[src/hw/rtl/assert_macros.svh]
// Assertion macros used by the RTL file that checks its own logic.
`ifndef ASSERT_MACROS_SVH
`define ASSERT_MACROS_SVH

// Same-cycle implication, checked outside reset.
`define KMLP_ASSERT_IMPL(name, pre, post) \
  name: assert property (@(posedge clk) disable iff (!rst_n) (pre) |-> (post)) \
    else $error("assertion failed");

// Next-cycle implication, checked outside reset.
`define KMLP_ASSERT_NEXT(name, pre, post) \
  name: assert property (@(posedge clk) disable iff (!rst_n) (pre) |=> (post)) \
    else $error("assertion failed");

`endif

[src/hw/rtl/kmlp_pkg.sv]
// Package: payload types, register map and protocol constants of the keyboard link unit.
`timescale 1ns / 1ps
`default_nettype none

package kmlp_pkg;

  localparam int QUEUE_DEPTH_DEF = 8;
  localparam int CFG_AW = 4;
  localparam int CFG_DW = 32;

  localparam logic [1:0] REG_ACK_TIMEOUT = 2'd0;
  localparam logic [1:0] REG_HS_TIMEOUT  = 2'd1;
  localparam logic [1:0] REG_KEYBOARD_ID = 2'd2;

  localparam logic [7:0] ACK_TIMEOUT_RST = 8'd10;
  localparam logic [7:0] HS_TIMEOUT_RST  = 8'd20;
  localparam logic [5:0] KEYBOARD_ID_RST = 6'd1;

  localparam logic [1:0] CMD_KEY   = 2'd0;
  localparam logic [1:0] CMD_MOUSE = 2'd1;
  localparam logic [1:0] CMD_RX    = 2'd2;
  localparam logic [1:0] CMD_TICK  = 2'd3;

  localparam logic [7:0] BYTE_HRST     = 8'hff;
  localparam logic [7:0] BYTE_RAK1     = 8'hfe;
  localparam logic [7:0] BYTE_RAK2     = 8'hfd;
  localparam logic [7:0] BYTE_RQID     = 8'h20;
  localparam logic [7:0] BYTE_ID_PFX   = 8'h80;
  localparam logic [7:0] BYTE_PRESS    = 8'hc0;
  localparam logic [7:0] BYTE_RELEASE  = 8'hd0;
  localparam logic [7:0] BYTE_SMAK     = 8'h3f;
  localparam logic [7:0] BYTE_ACK_LO   = 8'h30;
  localparam logic [7:0] BYTE_ACK_HI   = 8'h33;
  localparam logic [3:0] BTN_KEY_ROW   = 4'h7;
  localparam logic [3:0] BTN_ONE_COL   = 4'h0;
  localparam logic [3:0] BTN_TWO_COL   = 4'h1;

  typedef struct packed {
    logic [1:0]        command;
    logic [3:0]        key_row;
    logic [3:0]        key_col;
    logic              key_up;
    logic [1:0]        buttons;
    logic signed [7:0] move_x;
    logic signed [7:0] move_y;
    logic [7:0]        rx_byte;
  } in_t;

  typedef struct packed {
    logic       tx_valid;
    logic [7:0] tx_byte;
    logic [2:0] link_status;
    logic       scan_enabled;
    logic       mouse_enabled;
    logic       queue_overflow;
  } out_t;

endpackage

`default_nettype wire

[src/hw/rtl/keyboard_mouse_link_protocol_unit.sv]
// Top level: keyboard side of the two-byte acknowledged host link.
//
// Input channel (in_valid/in_ready/in_data): one transaction per key event, mouse
// event, received host byte or millisecond tick. Output channel (out_valid/
// out_ready/out_data): exactly one result transaction per input transaction,
// carrying at most one transmitted byte plus link state and flags.
// The result is registered into the result buffer when the input is accepted.
// Throughput is one transaction per cycle while in_ready is high. A transaction that
// places k > 1 bytes into the pending queue holds in_ready low until all of them are
// written, since the queue memory has a single write port (one entry per cycle).
// The pending queue is a synchronous memory with a registered read; its head is
// prefetched every cycle, with write forwarding when the head is being written.
// A two-entry result buffer lets the block take new transactions while one
// result waits; when both entries are full, in_ready drops until out_ready.
// Reset (rst_n low, synchronous) restores the control registers to reset values,
// puts the link in the rak1 state with the timer expired, so the first tick
// sends the reset byte; the queue memory needs no clearing pass.
// Configuration is written over the APB-style port; the user must do so only while
// no transaction is in flight, as the block itself does not enforce it.
`timescale 1ns / 1ps
`default_nettype none
`include "assert_macros.svh"

module keyboard_mouse_link_protocol_unit #(
  parameter int QUEUE_DEPTH = kmlp_pkg::QUEUE_DEPTH_DEF
) (
  input  wire logic                       clk,
  input  wire logic                       rst_n,
  input  wire logic                       in_valid,
  output logic                            in_ready,
  input  wire kmlp_pkg::in_t              in_data,
  output logic                            out_valid,
  input  wire logic                       out_ready,
  output kmlp_pkg::out_t                  out_data,
  input  wire logic                       cfg_psel,
  input  wire logic                       cfg_penable,
  input  wire logic                       cfg_pwrite,
  input  wire logic [kmlp_pkg::CFG_AW-1:0] cfg_paddr,
  input  wire logic [kmlp_pkg::CFG_DW-1:0] cfg_pwdata,
  output logic [kmlp_pkg::CFG_DW-1:0]     cfg_prdata,
  output logic                            cfg_pready
);

  localparam int AW   = (QUEUE_DEPTH > 1) ? $clog2(QUEUE_DEPTH) : 1;
  localparam int CMPW = AW + 3;

  typedef enum logic [2:0] {
    LS_HRST  = 3'd0,
    LS_RAK1  = 3'd1,
    LS_RAK2  = 3'd2,
    LS_IDLE  = 3'd3,
    LS_WAIT1 = 3'd4,
    LS_WAIT2 = 3'd5
  } link_state_t;

  typedef struct packed {
    link_state_t st;
    logic [7:0]  data;
  } q_entry_t;

  function automatic logic signed [6:0] clamp7(input logic signed [8:0] v);
    logic signed [6:0] r;
    if (v > 9'sd63) r = 7'sd63;
    else if (v < -9'sd64) r = -7'sd64;
    else r = v[6:0];
    return r;
  endfunction

  // Configuration registers
  logic [7:0] ack_ticks_r;
  logic [7:0] hs_ticks_r;
  logic [5:0] kbd_id_r;
  logic       cfg_we;
  logic [1:0] cfg_idx;

  // Control state
  link_state_t     st_r, st_nxt;
  logic [7:0]      tc_r, tc_nxt;
  logic [AW-1:0]   rd_ptr_r, rd_ptr_nxt;
  logic [AW-1:0]   wr_ptr_r, wr_ptr_nxt;
  logic [AW-1:0]   q_cnt_r, q_cnt_nxt;
  logic signed [6:0] ax_r, ax_nxt;
  logic signed [6:0] ay_r, ay_nxt;
  logic [1:0]      flags_r, flags_nxt;
  logic [1:0]      lb_r, lb_nxt;
  logic [2:0]      pend_left_r, pend_left_nxt;
  logic [1:0]      out_cnt_r, out_cnt_nxt;
  logic            fwd_r;

  // Queue memory and payload
  q_entry_t        q_mem [QUEUE_DEPTH];
  q_entry_t        q_rdata_r;
  q_entry_t        fwd_data_r;
  q_entry_t        q_head;
  logic            q_we;
  q_entry_t        q_wd;
  q_entry_t        pend_r [5];
  kmlp_pkg::out_t  out_slot_r [2];

  // Item evaluation
  logic            acc;
  logic            pop;
  q_entry_t        lst [8];
  logic [2:0]      nlst;
  link_state_t     st_pre;
  logic            use_hs;
  logic            drain;
  logic            q_clr;
  logic            tx;
  logic [2:0]      nq;
  logic [2:0]      n_wr;
  logic [CMPW-1:0] q_free;
  logic            drop;
  kmlp_pkg::out_t  res;

  assign cfg_pready = 1'b1;
  assign cfg_idx    = cfg_paddr[3:2];
  assign cfg_we     = cfg_psel && cfg_penable && cfg_pwrite && cfg_pready;

  always_comb begin
    case (cfg_idx)
      kmlp_pkg::REG_ACK_TIMEOUT: cfg_prdata = {24'd0, ack_ticks_r};
      kmlp_pkg::REG_HS_TIMEOUT:  cfg_prdata = {24'd0, hs_ticks_r};
      kmlp_pkg::REG_KEYBOARD_ID: cfg_prdata = {26'd0, kbd_id_r};
      default:                   cfg_prdata = '0;
    endcase
  end

  assign in_ready  = (out_cnt_r != 2'd2) && (pend_left_r == 3'd0);
  assign acc       = in_valid && in_ready;
  assign out_valid = (out_cnt_r != 2'd0);
  assign pop       = out_valid && out_ready;
  assign out_data  = out_slot_r[0];
  assign q_head    = fwd_r ? fwd_data_r : q_rdata_r;

  // Per-transaction decisions: builds the ordered list of bytes to send
  always_comb begin
    logic [7:0]        pfx;
    logic [7:0]        tcd;
    logic signed [8:0] sx;
    logic signed [8:0] sy;
    logic signed [6:0] ax_c;
    logic signed [6:0] ay_c;
    logic              g_v [3];
    q_entry_t          g_e [3][2];
    logic [2:0]        pos;
    logic              hs_st;
    logic              wait_st;

    st_nxt    = st_r;
    tc_nxt    = tc_r;
    ax_nxt    = ax_r;
    ay_nxt    = ay_r;
    flags_nxt = flags_r;
    lb_nxt    = lb_r;
    st_pre    = st_r;
    use_hs    = 1'b0;
    drain     = 1'b0;
    q_clr     = 1'b0;
    nlst      = 3'd0;
    pos       = 3'd0;
    for (int i = 0; i < 8; i++) lst[i] = '0;
    for (int g = 0; g < 3; g++) begin
      g_v[g]    = 1'b0;
      g_e[g][0] = '0;
      g_e[g][1] = '0;
    end
    hs_st   = (st_r == LS_HRST) || (st_r == LS_RAK1) || (st_r == LS_RAK2);
    wait_st = (st_r == LS_WAIT1) || (st_r == LS_WAIT2);
    pfx     = in_data.key_up ? kmlp_pkg::BYTE_RELEASE : kmlp_pkg::BYTE_PRESS;
    tcd     = (tc_r != 8'd0) ? tc_r - 8'd1 : tc_r;
    sx      = {{2{ax_r[6]}}, ax_r} + {in_data.move_x[7], in_data.move_x};
    sy      = {{2{ay_r[6]}}, ay_r} - {in_data.move_y[7], in_data.move_y};
    ax_c    = clamp7(sx);
    ay_c    = clamp7(sy);

    case (in_data.command)
      kmlp_pkg::CMD_KEY: begin
        if (!hs_st && flags_r[0]) begin
          lst[0] = '{st: LS_WAIT1, data: pfx | {4'd0, in_data.key_row}};
          lst[1] = '{st: LS_WAIT2, data: pfx | {4'd0, in_data.key_col}};
          nlst   = 3'd2;
        end
      end
      kmlp_pkg::CMD_MOUSE: begin
        ax_nxt = ax_c;
        ay_nxt = ay_c;
        if (!hs_st) begin
          if (flags_r[1] && (ax_c != 7'sd0 || ay_c != 7'sd0) && st_r == LS_IDLE) begin
            g_v[0]    = 1'b1;
            g_e[0][0] = '{st: LS_WAIT1, data: {1'b0, ax_c}};
            g_e[0][1] = '{st: LS_WAIT2, data: {1'b0, ay_c}};
            ax_nxt    = 7'sd0;
            ay_nxt    = 7'sd0;
          end
          if (flags_r[0]) begin
            if (in_data.buttons[0] != lb_r[0]) begin
              g_v[1]    = 1'b1;
              g_e[1][0] = '{st: LS_WAIT1, data: (in_data.buttons[0] ? kmlp_pkg::BYTE_PRESS
                            : kmlp_pkg::BYTE_RELEASE) | {4'd0, kmlp_pkg::BTN_KEY_ROW}};
              g_e[1][1] = '{st: LS_WAIT2, data: (in_data.buttons[0] ? kmlp_pkg::BYTE_PRESS
                            : kmlp_pkg::BYTE_RELEASE) | {4'd0, kmlp_pkg::BTN_ONE_COL}};
            end
            if (in_data.buttons[1] != lb_r[1]) begin
              g_v[2]    = 1'b1;
              g_e[2][0] = '{st: LS_WAIT1, data: (in_data.buttons[1] ? kmlp_pkg::BYTE_PRESS
                            : kmlp_pkg::BYTE_RELEASE) | {4'd0, kmlp_pkg::BTN_KEY_ROW}};
              g_e[2][1] = '{st: LS_WAIT2, data: (in_data.buttons[1] ? kmlp_pkg::BYTE_PRESS
                            : kmlp_pkg::BYTE_RELEASE) | {4'd0, kmlp_pkg::BTN_TWO_COL}};
            end
            lb_nxt = in_data.buttons;
          end
          for (int g = 0; g < 3; g++) begin
            if (g_v[g]) begin
              lst[pos]              = g_e[g][0];
              lst[3'(pos + 3'd1)]   = g_e[g][1];
              pos                   = 3'(pos + 3'd2);
            end
          end
          nlst = pos;
        end
      end
      kmlp_pkg::CMD_RX: begin
        if (in_data.rx_byte == kmlp_pkg::BYTE_HRST) begin
          q_clr     = 1'b1;
          ax_nxt    = 7'sd0;
          ay_nxt    = 7'sd0;
          flags_nxt = 2'd0;
          st_pre    = LS_HRST;
          lst[0]    = '{st: LS_RAK1, data: kmlp_pkg::BYTE_HRST};
          nlst      = 3'd1;
          use_hs    = 1'b1;
        end else if (in_data.rx_byte == kmlp_pkg::BYTE_RAK1) begin
          if (st_r == LS_RAK1) begin
            lst[0] = '{st: LS_RAK2, data: kmlp_pkg::BYTE_RAK1};
            nlst   = 3'd1;
            use_hs = 1'b1;
          end else begin
            st_nxt = LS_HRST;
          end
        end else if (in_data.rx_byte == kmlp_pkg::BYTE_RAK2) begin
          if (st_r == LS_RAK2) begin
            lst[0] = '{st: LS_IDLE, data: kmlp_pkg::BYTE_RAK2};
            nlst   = 3'd1;
            use_hs = 1'b1;
          end else begin
            st_nxt = LS_HRST;
          end
        end else if (in_data.rx_byte == kmlp_pkg::BYTE_RQID) begin
          lst[0] = '{st: LS_IDLE, data: kmlp_pkg::BYTE_ID_PFX | {2'd0, kbd_id_r}};
          nlst   = 3'd1;
        end else if (in_data.rx_byte == kmlp_pkg::BYTE_SMAK ||
                     (in_data.rx_byte >= kmlp_pkg::BYTE_ACK_LO &&
                      in_data.rx_byte <= kmlp_pkg::BYTE_ACK_HI)) begin
          if (in_data.rx_byte != kmlp_pkg::BYTE_SMAK) flags_nxt = in_data.rx_byte[1:0];
          st_nxt = LS_IDLE;
          st_pre = LS_IDLE;
          if (q_cnt_r != '0) begin
            drain  = 1'b1;
            lst[0] = q_head;
            nlst   = 3'd1;
          end
        end
      end
      default: begin
        tc_nxt = tcd;
        if (wait_st && tcd == 8'd0) begin
          st_nxt = LS_IDLE;
          st_pre = LS_IDLE;
        end
        if (hs_st && tcd == 8'd0) begin
          lst[0] = '{st: LS_RAK1, data: kmlp_pkg::BYTE_HRST};
          nlst   = 3'd1;
          use_hs = 1'b1;
        end
      end
    endcase

    tx = (nlst != 3'd0) && (st_pre != LS_WAIT1) && (st_pre != LS_WAIT2);
    if (tx) begin
      st_nxt = lst[0].st;
      tc_nxt = use_hs ? hs_ticks_r : ack_ticks_r;
    end
  end

  // Queue admission: bytes that are not transmitted go to the queue while it has room
  always_comb begin
    nq     = 3'(nlst - {2'd0, tx});
    q_free = CMPW'(QUEUE_DEPTH - 1) - CMPW'(q_cnt_r);
    drop   = CMPW'(nq) > q_free;
    n_wr   = drop ? q_free[2:0] : nq;

    res.tx_valid       = tx;
    res.tx_byte        = tx ? lst[0].data : 8'd0;
    res.link_status    = st_nxt;
    res.scan_enabled   = flags_nxt[0];
    res.mouse_enabled  = flags_nxt[1];
    res.queue_overflow = drop;

    q_we = (acc && n_wr != 3'd0) || (pend_left_r != 3'd0);
    q_wd = (pend_left_r != 3'd0) ? pend_r[0] : lst[{2'd0, tx}];

    pend_left_nxt = pend_left_r;
    if (acc && n_wr != 3'd0) pend_left_nxt = 3'(n_wr - 3'd1);
    else if (pend_left_r != 3'd0) pend_left_nxt = 3'(pend_left_r - 3'd1);

    rd_ptr_nxt = rd_ptr_r;
    wr_ptr_nxt = wr_ptr_r;
    q_cnt_nxt  = q_cnt_r;
    if (acc && q_clr) begin
      rd_ptr_nxt = '0;
      wr_ptr_nxt = '0;
      q_cnt_nxt  = '0;
    end else if (q_we) begin
      wr_ptr_nxt = (wr_ptr_r == AW'(QUEUE_DEPTH - 1)) ? '0 : AW'(wr_ptr_r + 1'b1);
      q_cnt_nxt  = AW'(q_cnt_r + 1'b1);
    end else if (acc && drain) begin
      rd_ptr_nxt = (rd_ptr_r == AW'(QUEUE_DEPTH - 1)) ? '0 : AW'(rd_ptr_r + 1'b1);
      q_cnt_nxt  = AW'(q_cnt_r - 1'b1);
    end

    out_cnt_nxt = 2'(out_cnt_r + {1'b0, acc} - {1'b0, pop});
  end

  // Control registers
  always_ff @(posedge clk) begin
    if (!rst_n) begin
      ack_ticks_r <= kmlp_pkg::ACK_TIMEOUT_RST;
      hs_ticks_r  <= kmlp_pkg::HS_TIMEOUT_RST;
      kbd_id_r    <= kmlp_pkg::KEYBOARD_ID_RST;
      st_r        <= LS_RAK1;
      tc_r        <= 8'd0;
      rd_ptr_r    <= '0;
      wr_ptr_r    <= '0;
      q_cnt_r     <= '0;
      ax_r        <= 7'sd0;
      ay_r        <= 7'sd0;
      flags_r     <= 2'd0;
      lb_r        <= 2'd0;
      pend_left_r <= 3'd0;
      out_cnt_r   <= 2'd0;
      fwd_r       <= 1'b0;
    end else begin
      if (cfg_we) begin
        case (cfg_idx)
          kmlp_pkg::REG_ACK_TIMEOUT: ack_ticks_r <= cfg_pwdata[7:0];
          kmlp_pkg::REG_HS_TIMEOUT:  hs_ticks_r  <= cfg_pwdata[7:0];
          kmlp_pkg::REG_KEYBOARD_ID: kbd_id_r    <= cfg_pwdata[5:0];
          default: ;
        endcase
      end
      if (acc) begin
        st_r    <= st_nxt;
        tc_r    <= tc_nxt;
        ax_r    <= ax_nxt;
        ay_r    <= ay_nxt;
        flags_r <= flags_nxt;
        lb_r    <= lb_nxt;
      end
      rd_ptr_r    <= rd_ptr_nxt;
      wr_ptr_r    <= wr_ptr_nxt;
      q_cnt_r     <= q_cnt_nxt;
      pend_left_r <= pend_left_nxt;
      out_cnt_r   <= out_cnt_nxt;
      fwd_r       <= q_we && (wr_ptr_r == rd_ptr_nxt);
    end
  end

  // Pending queue memory; head is prefetched at the next read pointer
  always_ff @(posedge clk) begin
    if (q_we) q_mem[wr_ptr_r] <= q_wd;
    q_rdata_r  <= q_mem[rd_ptr_nxt];
    fwd_data_r <= q_wd;
  end

  // Payload registers: queued-entry backlog and result buffer
  always_ff @(posedge clk) begin
    if (acc) begin
      for (int i = 0; i < 5; i++) pend_r[i] <= lst[3'(i + 1 + int'(tx))];
    end else if (pend_left_r != 3'd0) begin
      for (int i = 0; i < 4; i++) pend_r[i] <= pend_r[i + 1];
    end
    if (acc && (out_cnt_r == 2'd0 || (out_cnt_r == 2'd1 && pop))) begin
      out_slot_r[0] <= res;
    end else if (pop && out_cnt_r == 2'd2) begin
      out_slot_r[0] <= out_slot_r[1];
    end
    if (acc && out_cnt_r == 2'd1 && !pop) out_slot_r[1] <= res;
  end

  `KMLP_ASSERT_IMPL(a_q_cnt_max, 1'b1, q_cnt_r <= AW'(QUEUE_DEPTH - 1))
  `KMLP_ASSERT_NEXT(a_pend_fill, pend_left_r != 3'd0, q_cnt_r == AW'($past(q_cnt_r) + 1'b1))
  `KMLP_ASSERT_IMPL(a_out_cnt, 1'b1, out_cnt_r <= 2'd2)
  `KMLP_ASSERT_NEXT(a_drain_pop, acc && drain, q_cnt_r == AW'($past(q_cnt_r) - 1'b1))

endmodule

`default_nettype wire

[config.mk]
export PLATFORM = sky130hd
export DESIGN_NAME = keyboard_mouse_link_protocol_unit
export DESIGN_NICKNAME = d
export VERILOG_FILES = /design/src/hw/rtl/kmlp_pkg.sv /design/src/hw/rtl/keyboard_mouse_link_protocol_unit.sv
export VERILOG_INCLUDE_DIRS = /design/src /design/src/hw/rtl
export SDC_FILE = /design/constraint.sdc
export NUM_CORES = 1
export LEC_CHECK = 0
export BUFFER_PORTS_ARGS = -buffer_cell sky130_fd_sc_hd__buf_2
export CORE_MARGIN = 2
export CORE_UTILIZATION = 61
export CTS_BUF_LIST = sky130_fd_sc_hd__clkbuf_4 sky130_fd_sc_hd__clkbuf_8
export DETAILED_ROUTE_END_ITERATION = 7
export PLACE_DENSITY = 0.82
export SETUP_SLACK_MARGIN = 0.4
export SLEW_MARGIN = 15
export SYNTH_ARGS = -nofsm -noshare
export SYNTH_HDL_FRONTEND = slang
export SYNTH_SLANG_ARGS = --single-unit
[constraint.sdc]
create_clock -name clk -period 28 [get_ports clk]
set_clock_uncertainty 0.05 [all_clocks]
set_input_delay 8.4 -clock clk [delete_from_list [all_inputs] [get_ports clk]]
set_output_delay 8.4 -clock clk [all_outputs]
set_load 0.02 [all_outputs]
== Word-level counts from Yosys, hierarchy flattened ==
Memories as Yosys holds them, arrays and structs flattened. A register that Yosys moved wholly into a read port is not among the register bits.
Cells that the tools add are included.
Word-level totals
  register bits: 77
  output and inout port bits: 50
  memories: 3
  word-level logic and storage cells: 346
  bits in writable memories: 173
  input bits: 80
Cells by class
  multiplexer cells: 175
  eq/ne operators: 27
  order comparisons: 21
  bitwise logic cells: 19
  reductions and logical operators: 62
  add/subtract/negate cells: 22
Memory list
  q_mem: words 8, bits a word 11, read ports 1, clocked after Yosys merged registers in 1, write ports 1, line keyboard_mouse_link_protocol_unit.sv:91  | q_entry_t q_mem [QUEUE_DEPTH];
  pend_r: words 5, bits a word 11, read ports 5, clocked after Yosys merged registers in 0, write ports 5, line keyboard_mouse_link_protocol_unit.sv:97  | q_entry_t pend_r [5];
  out_slot_r: words 2, bits a word 15, read ports 2, clocked after Yosys merged registers in 0, write ports 1, line keyboard_mouse_link_protocol_unit.sv:98  | kmlp_pkg::out_t out_slot_r [2];
Operators with widths (number)
  2-to-1 mux 88 bit: 5
  bitwise mux 88 bit: 4
  2-to-1 mux 11 bit: 28
  binary-select mux 11 bit (select 3 bit): 6
  2-to-1 mux 22 bit: 7
  demux 11 bit (select 3 bit): 4
  2-to-1 mux 44 bit: 3
  2-to-1 mux 3 bit: 32
  2-to-1 mux 66 bit: 1
  2-to-1 mux 7 bit: 9
  2-to-1 mux 1 bit: 42
  2-to-1 mux 8 bit: 5
  one-hot mux 11 bit (3 select lines): 1
  2-to-1 mux 15 bit: 2
  one-hot mux 7 bit (2 select lines): 2
  logical AND 1 bit: 26
  equality test 8 bit, second input constant: 3
  2-to-1 mux 2 bit: 12
  one-hot mux 8 bit (3 select lines): 1
  one-hot mux 11 bit (2 select lines): 1
  greater-or-equal comparator 3 x 4 -> 1 bit, second input constant: 5
  greater-or-equal comparator 4 bit, second input constant: 5
  2-to-1 mux 10 bit: 2
  > comparator 9 x 7 -> 1 bit, second input constant: 2
  other kinds (57): 118

== Logic depth before layout (Yosys ltp) ==
Gate-level depths: netlist (run 1).
  depth after elaboration: 35
  gate-level depth with buffers: 34
  gate-level depth less buffers: 31

== Least setup slack after synthesis (run 1) ==
OpenSTA, ideal clock, no wires.
  path kind: input -> output
  from: in cfg_paddr[2] (netlist name)
  to: out cfg_prdata[0] (netlist name)
  path slack: 10.131 ns
  stages: 3
  required time: 19.550 ns
  data arrival time: 9.419 ns
  path buffers: 1
  cell sequence: buf_1 mux2i_1 o21ai_0
Between the ends
  word-level cells in the longest chain between the ends: 2
  elaborated cells between the ends (all ways): 4
  those cells by class: eq/ne: 2; mux: 1; reduce/logical: 1
RTL lines
  start, declared: line keyboard_mouse_link_protocol_unit.sv:38  | input wire logic [kmlp_pkg::CFG_AW-1:0] cfg_paddr,
  equality test 2 bit (tied with other cells): line keyboard_mouse_link_protocol_unit.sv:121  | case (cfg_idx)
  one-hot mux 8 bit (3 select lines) (*): line keyboard_mouse_link_protocol_unit.sv:121
  end, declared: line keyboard_mouse_link_protocol_unit.sv:40  | output logic [kmlp_pkg::CFG_DW-1:0] cfg_prdata,
Every way passes the cells marked *; elsewhere a longest branch is shown, timed or not.

== Worst setup path in the final report (run 1) ==
  from: in cfg_paddr[2] (netlist name)
  to: out cfg_prdata[2] (netlist name)
The elaborated chain is that of the path after synthesis.

==> summary.md, run 1 <==
| Metric | Value |
|---|---|
| Starting density of the core | 0.6247 |
| Vias per std cell | 6.131 |
| Cell Area, Synth | 12680 sq um |
| Fin util | 0.6851 |
| Synth warnings | 0 |
| Slew Viols, Final | 0 |
| Area Growth Syn to Fin | 9.670% |
| P_leak | 5.447 nW |
| H-tree depth | 2 |
| Post-CTS Resized | 0 |
| Placed Instance Area | 13050 sq um |
| Slew at the pin closest to its max-slew limit | 1.255 ns |
| Buffer count from post-CTS setup fixing | 0 |
| CP max stage cell | nor2b_1 |
| DR pass1 iterations | 6 |
| Hold-fix buffers, CTS | 0 |
| Max VDD drop | 0.00005746 V |
| Mapped Avg Cell Area | 10.55 sq um |
| Clock sink count | 236 |
| Outcome | completed |
| F_max | 0.05598 GHz |
| Maxcap violations | 0 |
| Die height | 148.2 um |
| Minimum clock period | 17.87 ns |
| # setup viols final | 0 |
| CP startpoint kind | input port |
| RD Place Congestion | 0.9908 |
| Final net count | 1381 |
| Core area | 20300 sq um |
| Number of synthesized flops with an enable pin | 148 |
| Crit Path Max Fanout | 12 |
| CTS tree | yes |
| Post-synth ARST share | 0 |
| Num CTS Buffers | 39 |
| Hold wc startpoint | ay_r[5] |
| Finished Cell Area | 13910 sq um |
| Hold Fails Final Rpt | 0 |
| RSZ-0062 raised after global routing | false |
| 1st-iter DRT viols | 1095 |
| CTS clk-pin slew, worst paths | 0.06 ns |
| Worst Path Required | 19.55 ns |
| Critical Path Most Common Cell | buf_2 |
| Reg area | 6206 sq um |
| Sequential fraction of the synthesis area | 0.4894 |
| Critical path data arrival time | 9.42 ns |
| Critical path class | in -> out |
| Cell Rows | 52 |
| DP HPWL | 20620 um |
| Layout cell share with drive strength beyond 1 | 0.1718 |
| Routed len/inst | 19.08 um |
| Vias in the first global route | 8983 |
| IO Pins | 130 |
| Crit path cell chain | buf_2 -> nor2b_1 -> nand2_1 -> o21ai_0 -> buf_2 |
| Total gr overflow | 0 |
| Type of the tightest min-delay check | reg -> reg |
| Power per cell area | 96.34 nW/um^2 |
| IO buf count | 78 |
| First-pass GRT wire length | 46980 um |
| Largest stage delay, worst path | 0.40 ns |
| Final period util | 0.6380 |
| Fill count | 1474 |
| Vias | 9582 |
| Most common cell after layout, fill and taps aside | edfxtp_1 |
| Cell count after placement | 1490 |
| Die width | 148.2 um |
| # DRC | 0 |
| Final Non-Filler Cells | 1563 |
| Routed WL | 29820 um |
| Yosys reg bits | 236 |
| Worst-Skew Late Latency | 0.54 ns |
| Antenna violations before repair | 1 |
| Area occupied by multi-input gates | 5913 sq um |
| Post-route ant nets | 0 |
| Pin count of the biggest net entering global routing | 46 |
| Clk buf depth | 3 |
| Gate count of the mapped netlist | 1202 |
| CP Capture Type | output pin |
| Crit path from | cfg_paddr[2] |
| Yosys cell types | 92 |
| Slew headroom | 0.1612 |
| Die area | 21960 sq um |
| PnR Total Power | 1.340 mW |
| Most frequent cells in the layout | edfxtp_1 (148), mux2i_1 (124), nand2_1 (123), nor2_1 (109), dfxtp_1 (88) |
| GRT Total Usage | 0.2706 |
| Ys flop type | edfxtp_1 |
| Setup_tns | 0 ns |
| Worst R2R Start | ax_r[0] |
| Clock root cell | clkbuf_8 |
## state kept, by name, indices dropped and copies added, names as in the netlist
name,count
pend_left_r,3
fwd_r,1
fwd_data_r,11
st_r,3
out_cnt_r,2
ax_r,7
q_cnt_r,3
pend_r,30
out_slot_r,30
kbd_id_r,6
flags_r,2
rd_ptr_r,3
lb_r,2
q_mem,88
q_rdata_r,11
hs_ticks_r,8
ack_ticks_r,8
wr_ptr_r,3
tc_r,8
ay_r,7
## area by class of cell
class                           instances  area share
Sequential cell                       236      0.4462
Multi-Input combinational cell        862      0.4252
Clock buffer                           66     0.05632
Timing Repair Buffer                   91     0.03509
Tap cell                              270     0.02429
Inverter                               31    0.008367
Clock inverter                          6    0.004318
Antenna cell                            1   0.0001799
## synthesized netlist by cell type (12+ instances only)
| cell | number | area [sq um] |
|---|---|---|
| ha_1 | 36 | 450.4 |
| mux2i_1 | 124 | 1241 |
| a21oi_1 | 56 | 280.3 |
| a31oi_1 | 14 | 87.58 |
| o31ai_1 | 13 | 97.59 |
| nor3_1 | 23 | 115.1 |
| and3_1 | 13 | 81.33 |
| dfxtp_1 | 88 | 1762 |
| clkbuf_1 | 30 | 112.6 |
| nor2b_1 | 12 | 75.07 |
| mux2_2 | 17 | 191.4 |
| nand3_1 | 19 | 95.09 |
| buf_4 | 42 | 315.3 |
| inv_1 | 30 | 112.6 |
| nand2_1 | 123 | 461.7 |
| nor2_1 | 111 | 416.7 |
| nand2b_1 | 13 | 81.33 |
| o21ai_0 | 70 | 350.3 |
| edfxtp_1 | 148 | 4444 |
## through the flow
step / setup WS, ns / hold slack (ns)
floorplan: 10.13 / 0.3791
global placement: 10.17 / 0.3914
detailed placement: 10.17 / 0.4084
CTS: 10.16 / 0.4233
global route: 10.09 / 0.4384
finish: 10.13 / 0.4243
## final timing paths
| path | endpoint | slack (ns) | depth (start not counted) |
|---|---|---|---|
| worst max-delay path | cfg_prdata[2] | 10.13 | 5 |
| worst min register to register | ay_r[5] | 0.42 | 2 |
| worst min-delay path | ay_r[5] | 0.42 | 2 |
| worst max register to register | q_mem[6][4] | 18.64 | 25 |
## metal layers
layer  part of all wire  GRT usage  vias to the layer above
met5                  0          0                        -
met4              0.023    0.07571                        0
met3               0.10    0.06012                       69
met2               0.45     0.4262                      498
met1               0.42     0.3808                     4531
li1                   -          -                     4484
## critical path, delay by kind of cell
family | cells | cell delay, ns
AOI/OAI and AO/OA | 1 | 0.10
buffers and inverters | 2 | 0.41
and+or+nand+nor | 2 | 0.50
## power by group
| part | internal [mW] | switching [mW] |
|---|---|---|
| Combinational | 0.152 | 0.317 |
| Clock | 0.186 | 0.134 |
| Sequential | 0.506 | 0.0443 |
| Total | 0.844 | 0.496 |
## cells by family (layout without fill, tap and decap cells)
kind of cell	after synthesis	in the layout	share of synthesized area
multiplexers	141	141	0.1130
other	2	26	0.0005922
adder cells (fa/ha/maj)	40	40	0.04184
buffers and inverters	127	194	0.05752
XOR/XNOR	19	19	0.01312
flip-flops	236	236	0.4894
AO/OA/AOI/OAI	255	255	0.1359
AND/OR/NAND/NOR	382	382	0.1487
(Power assumes the default switching activity.)
==> run 2, diff against run 1 <==
- CORE_UTILIZATION: 61 -> 56
- PLACE_DENSITY: 0.82 -> 0.79
- clock period: 28 -> 16.2 ns (I/O delays scaled with it)
==> summary.md, run 2 (synthesis gave the netlist of run 1 again) <==
| Metric | Value |
|---|---|
| Total gr overflow | 0 |
| Worst-Skew Late Latency | 0.54 ns |
| Layout cell share with drive strength beyond 1 | 0.1692 |
| First-pass GRT wire length | 46690 um |
| Cell Rows | 55 |
| CTS clk-pin slew, worst paths | 0.06 ns |
| GRT Total Usage | 0.2477 |
| H-tree depth | 2 |
| Routed WL | 29670 um |
| Max VDD drop | 0.00007046 V |
| Clock sink count | 236 |
| Slew Viols, Final | 0 |
| Finished Cell Area | 13940 sq um |
| Hold wc startpoint | ay_r[3] |
| Critical Path Most Common Cell | ha_1 |
| CP max stage cell | nor3b_2 |
| Antenna violations before repair | 2 |
| Critical path class | in -> reg |
| Starting density of the core | 0.5653 |
| Clk buf depth | 3 |
| Die width | 154.5 um |
| Reg2reg setup slack | 7.15 ns |
| Vias in the first global route | 8841 |
| Most common cell after layout, fill and taps aside | edfxtp_1 |
| Slew at the pin closest to its max-slew limit | 1.155 ns |
| RSZ-0062 raised after global routing | false |
| Largest stage delay, worst path | 0.92 ns |
| Regs by FF count | q_mem (88), out_slot_r (30), pend_r (30) |
| Max reg flops | 88 |
| Hold Path End | ay_r[3] |
| CP startpoint kind | input port |
| # DRC | 0 |
| P_leak | 5.459 nW |
| Die height | 154.5 um |
| Hold-fix buffers, CTS | 0 |
| Num CTS Buffers | 40 |
| Final Non-Filler Cells | 1580 |
| Final period util | 0.8130 |
| CP Capture Type | flip-flop |
| Crit Path Max Fanout | 42 |
| Clock root cell | clkbuf_8 |
| Critical path data arrival time | 13.26 ns |
| Setup_tns | 0 ns |
| Vias per std cell | 5.928 |
| 1st-iter DRT viols | 770 |
| Die area | 23860 sq um |
| Hold Fails Final Rpt | 0 |
| RR Endpoint | q_mem[5][9] |
| Cell count after placement | 1508 |
| Most frequent cells in the layout | edfxtp_1 (148), mux2i_1 (124), nand2_1 (123), nor2_1 (110), dfxtp_1 (88) |
| Buf+Inv Stages, Crit Path | 3 |
| IO Pins | 130 |
| Slew headroom | 0.2284 |
| Final net count | 1385 |
| Core area | 22430 sq um |
| Power per cell area | 165.6 nW/um^2 |
| Post-CTS Resized | 0 |
| RD Place Congestion | 0.9570 |
| Type of the tightest min-delay check | reg -> reg |
| Area Growth Syn to Fin | 9.956% |
| IO buf count | 78 |
| Worst R2R Start | ax_r[0] |
| Routed len/inst | 18.78 um |
| Fill count | 1810 |
| F_max | 0.07593 GHz |
| DR pass1 iterations | 6 |
| Worst Path Required | 16.29 ns |
| Worst Reg2Reg Path Length in Cells | 26 |
| Placed Instance Area | 13070 sq um |
| Worst Hold Depth | 2 |
| PnR Total Power | 2.309 mW |
| Maxcap violations | 0 |
| Family with the most delay on the worst path | compound AO/OA/AOI/OAI gates |
| Minimum clock period | 13.17 ns |
| Vias | 9367 |
| Buffer count from post-CTS setup fixing | 0 |
| CTS tree | yes |
| Register name with the most flops | q_mem |
| Outcome | completed |
| Pin count of the biggest net entering global routing | 46 |
| # setup viols final | 0 |
| DP HPWL | 20560 um |
| Post-route ant nets | 0 |
-- run 2: worst register-to-register path: stages, from the launching register on --
cell,delay [ns]
dfxtp_1,0.31
ha_1,0.23
fa_1,0.41
a21o_1,0.22
a22o_1,0.24
o41ai_2,0.77
o21ba_2,0.28
nor4b_4,0.33
a21oi_4,0.17
fa_1,0.61
nand3b_1,0.11
o311ai_0,0.20
a41oi_1,0.39
nor2_2,0.07
inv_2,0.52
ha_1,0.26
ha_1,0.23
inv_1,0.08
ha_1,0.24
nand2b_1,0.08
a21oi_1,0.06
o22ai_1,0.66
mux2_2,0.37
o21ai_0,0.11
and2_1,0.39
nand2b_1,0.33
nor3b_2,0.92
-- run 2: cell type report --
| cell class | instances | area [sq um] | area share |
|---|---|---|---|
| antenna | 1 | 2.502 | 0.0001795 |
| clock buffer | 51 | 651.9 | 0.04675 |
| clock inverter | 20 | 200.2 | 0.01436 |
| inverter | 31 | 116.4 | 0.008345 |
| multi-input combinational | 862 | 5899 | 0.4231 |
| sequential | 236 | 6206 | 0.4451 |
| tap | 285 | 356.6 | 0.02557 |
| timing repair buffer | 94 | 510.5 | 0.03661 |
-- run 2: layer usage --
layer	part of all wire	track usage	wire [um]
met5	0	0	0
met1	0.44	0.3400	13130
met4	0.019	0.06878	571
met2	0.46	0.3967	13610
met3	0.080	0.05800	2361
-- run 2: how the worst max path moves through the flow --
stage / startpoint / endpoint / slack, ns / cells past startpoint
after global placement: in_data[16] / q_mem[5][8] / 2.81 / 27
after floorplan: in_data[8] / q_mem[1][0] / 3.57 / 28
after detailed placement: in_data[16] / q_mem[6][10] / 2.63 / 27
final: in_data[16] / q_mem[5][9] / 3.03 / 27
after global routing: in_data[16] / q_mem[5][9] / 2.68 / 27
after CTS: in_data[16] / q_mem[6][9] / 3.13 / 27
-- run 2: stage by stage --
stage / hold slack (ns) / util / worst slack, ns
2_1_floorplan: 0.3791 / - / 3.568
3_5_place_dp: 0.4203 / 0.5825 / 2.626
5_1_grt: 0.4527 / 0.6214 / 2.679
4_1_cts: 0.4342 / 0.6205 / 3.126
6_report: 0.4319 / 0.6215 / 3.029
3_3_place_gp: 0.3969 / 0.5825 / 2.814
-- run 2: power by group --
| group | total, mW | internal, mW | leakage, nW | switching, mW |
|---|---|---|---|---|
| sequential | 0.946 | 0.874 | 2.13 | 0.0718 |
| clock | 0.566 | 0.329 | 0.446 | 0.238 |
| combinational | 0.797 | 0.263 | 2.88 | 0.535 |
| total | 2.31 | 1.47 | 5.46 | 0.844 |
==> run 3, diff against run 2 <==
- CORE_UTILIZATION: 56 -> 61
- PLACE_DENSITY: 0.79 -> 0.82
- clock period: 16.2 -> 12.3 ns (I/O delays scaled with it)
==> summary.md, run 3 (synthesis gave the netlist of run 1 again) <==
| Metric | Value |
|---|---|
| Outcome | completed |
| Buffer count from post-CTS setup fixing | 0 |
| F_max | 0.09134 GHz |
| Vias in the first global route | 8823 |
| Critical Path Most Common Cell | ha_1 |
| Maxcap violations | 0 |
| Clock root cell | clkbuf_8 |
| First-pass GRT wire length | 46480 um |
| Core area | 20300 sq um |
| Routed len/inst | 18.80 um |
| Vias | 9513 |
| Slew at the pin closest to its max-slew limit | 1.097 ns |
| IO Pins | 130 |
| # setup viols final | 0 |
| Register name with the most flops | q_mem |
| Pin count of the biggest net entering global routing | 46 |
| Critical path data arrival time | 11.30 ns |
| Post-route ant nets | 0 |
| Setup_tns | 0 ns |
| Clk buf depth | 3 |
| RSZ-0062 raised after global routing | false |
| GRT Total Usage | 0.2693 |
| Post-CTS Resized | 0 |
| Antenna violations before repair | 1 |
| CTS clk-pin slew, worst paths | 0.06 ns |
| Die width | 148.2 um |
| Routed WL | 29480 um |
| Area Growth Syn to Fin | 9.995% |
| Worst Reg2Reg Path Length in Cells | 30 |
| Final net count | 1388 |
| P_leak | 5.466 nW |
| Worst Path Required | 12.66 ns |
| Layout cell share with drive strength beyond 1 | 0.1727 |
| Reg area | 6206 sq um |
| Max VDD drop | 0.0001153 V |
| IO buf count | 78 |
| Pre-CTS WS | 0.8599 ns |
| Area occupied by multi-input gates | 5907 sq um |
| H-tree depth | 2 |
| Slew headroom | 0.2654 |
| Worst hold slack | 0.4242 ns |
| Fin util | 0.6871 |
| Crit Path Max Fanout | 45 |
| Cell Rows | 52 |
| Starting density of the core | 0.6247 |
| 1st-iter DRT viols | 912 |
| Worst-Skew Late Latency | 0.56 ns |
| Final worst slack | 1.352 ns |
| Most frequent cells in the layout | edfxtp_1 (148), mux2i_1 (124), nand2_1 (122), nor2_1 (110), dfxtp_1 (88) |
| RD Place Congestion | 1.007 |
| Type of the tightest min-delay check | reg -> reg |
| # DRC | 0 |
| Die area | 21960 sq um |
| Worst Hold Depth | 2 |
| Max reg flops | 88 |
| Hold-fix buffers, CTS | 0 |
| CP Capture Type | flip-flop |
| Num CTS Buffers | 39 |
| Clock sink count | 236 |
| Fill count | 1497 |
| Critical path class | in -> reg |
| Power per cell area | 218.7 nW/um^2 |
| CTS tree | yes |
| Final period util | 0.8901 |
| Most common cell after layout, fill and taps aside | edfxtp_1 |
| Die height | 148.2 um |
| DR pass1 iterations | 6 |
| Minimum clock period | 10.95 ns |
| CP max stage cell | fa_1 |
| DP HPWL | 20750 um |
| Total gr overflow | 0 |
| Regs by FF count | q_mem (88), out_slot_r (30), pend_r (30) |
| Vias per std cell | 6.067 |
| Slew Viols, Final | 0 |
| CP startpoint kind | input port |
| Hold Fails Final Rpt | 0 |
| Largest stage delay, worst path | 0.61 ns |
[run 3: per-stage QoR]
stage	std cells	instance area, sq um	total power [mW]
after floorplan	1225	12770	1.995
after global placement	1497	13090	2.260
after detailed placement	1497	13090	2.304
after CTS	1567	13920	3.037
after global routing	1567	13950	3.206
final	1568	13950	3.050
[run 3: where the power goes]
part,switching (mW),internal (mW),leakage (nW)
clock network,0.316,0.421,0.433
registers,0.0931,1.15,2.13
logic,0.715,0.356,2.90
total,1.12,1.93,5.47
[run 3: worst max-delay path: cells and delay by family]
kind	cells	cell delay, ns
compound gates	7	1.58
fa+ha+maj	6	2.05
buf+inv	4	0.43
mux	4	1.10
simple gates	9	2.46
[run 3: per-layer routing]
| metal | GRT usage | vias to the layer above | routed length (um) |
|---|---|---|---|
| met5 | 0 | - | 0 |
| met4 | 0.09667 | 0 | 958 |
| met3 | 0.05276 | 83 | 2862 |
| met2 | 0.4134 | 495 | 13130 |
| met1 | 0.3840 | 4448 | 12520 |
| li1 | - | 4487 | - |
[run 3: path summary, 6_finish.rpt]
path	from	endpoint	slack [ns]
setup / recovery	in_data[8]	q_rdata_r[5]	1.35
hold / removal	ax_r[0]	ax_r[0]	0.42
setup reg to reg	ay_r[0]	q_rdata_r[5]	4.23
hold reg to reg	ax_r[0]	ax_r[0]	0.42
[run 3: layout make-up]
cell class | count | share of cell area
diodes | 1 | 0.0001794
clock buffers | 53 | 0.04826
clock inverters | 17 | 0.01184
inverters | 31 | 0.008342
multi-input cells | 862 | 0.4235
flip-flops and latches | 236 | 0.4449
well taps | 270 | 0.02422
repair buffers | 98 | 0.03875
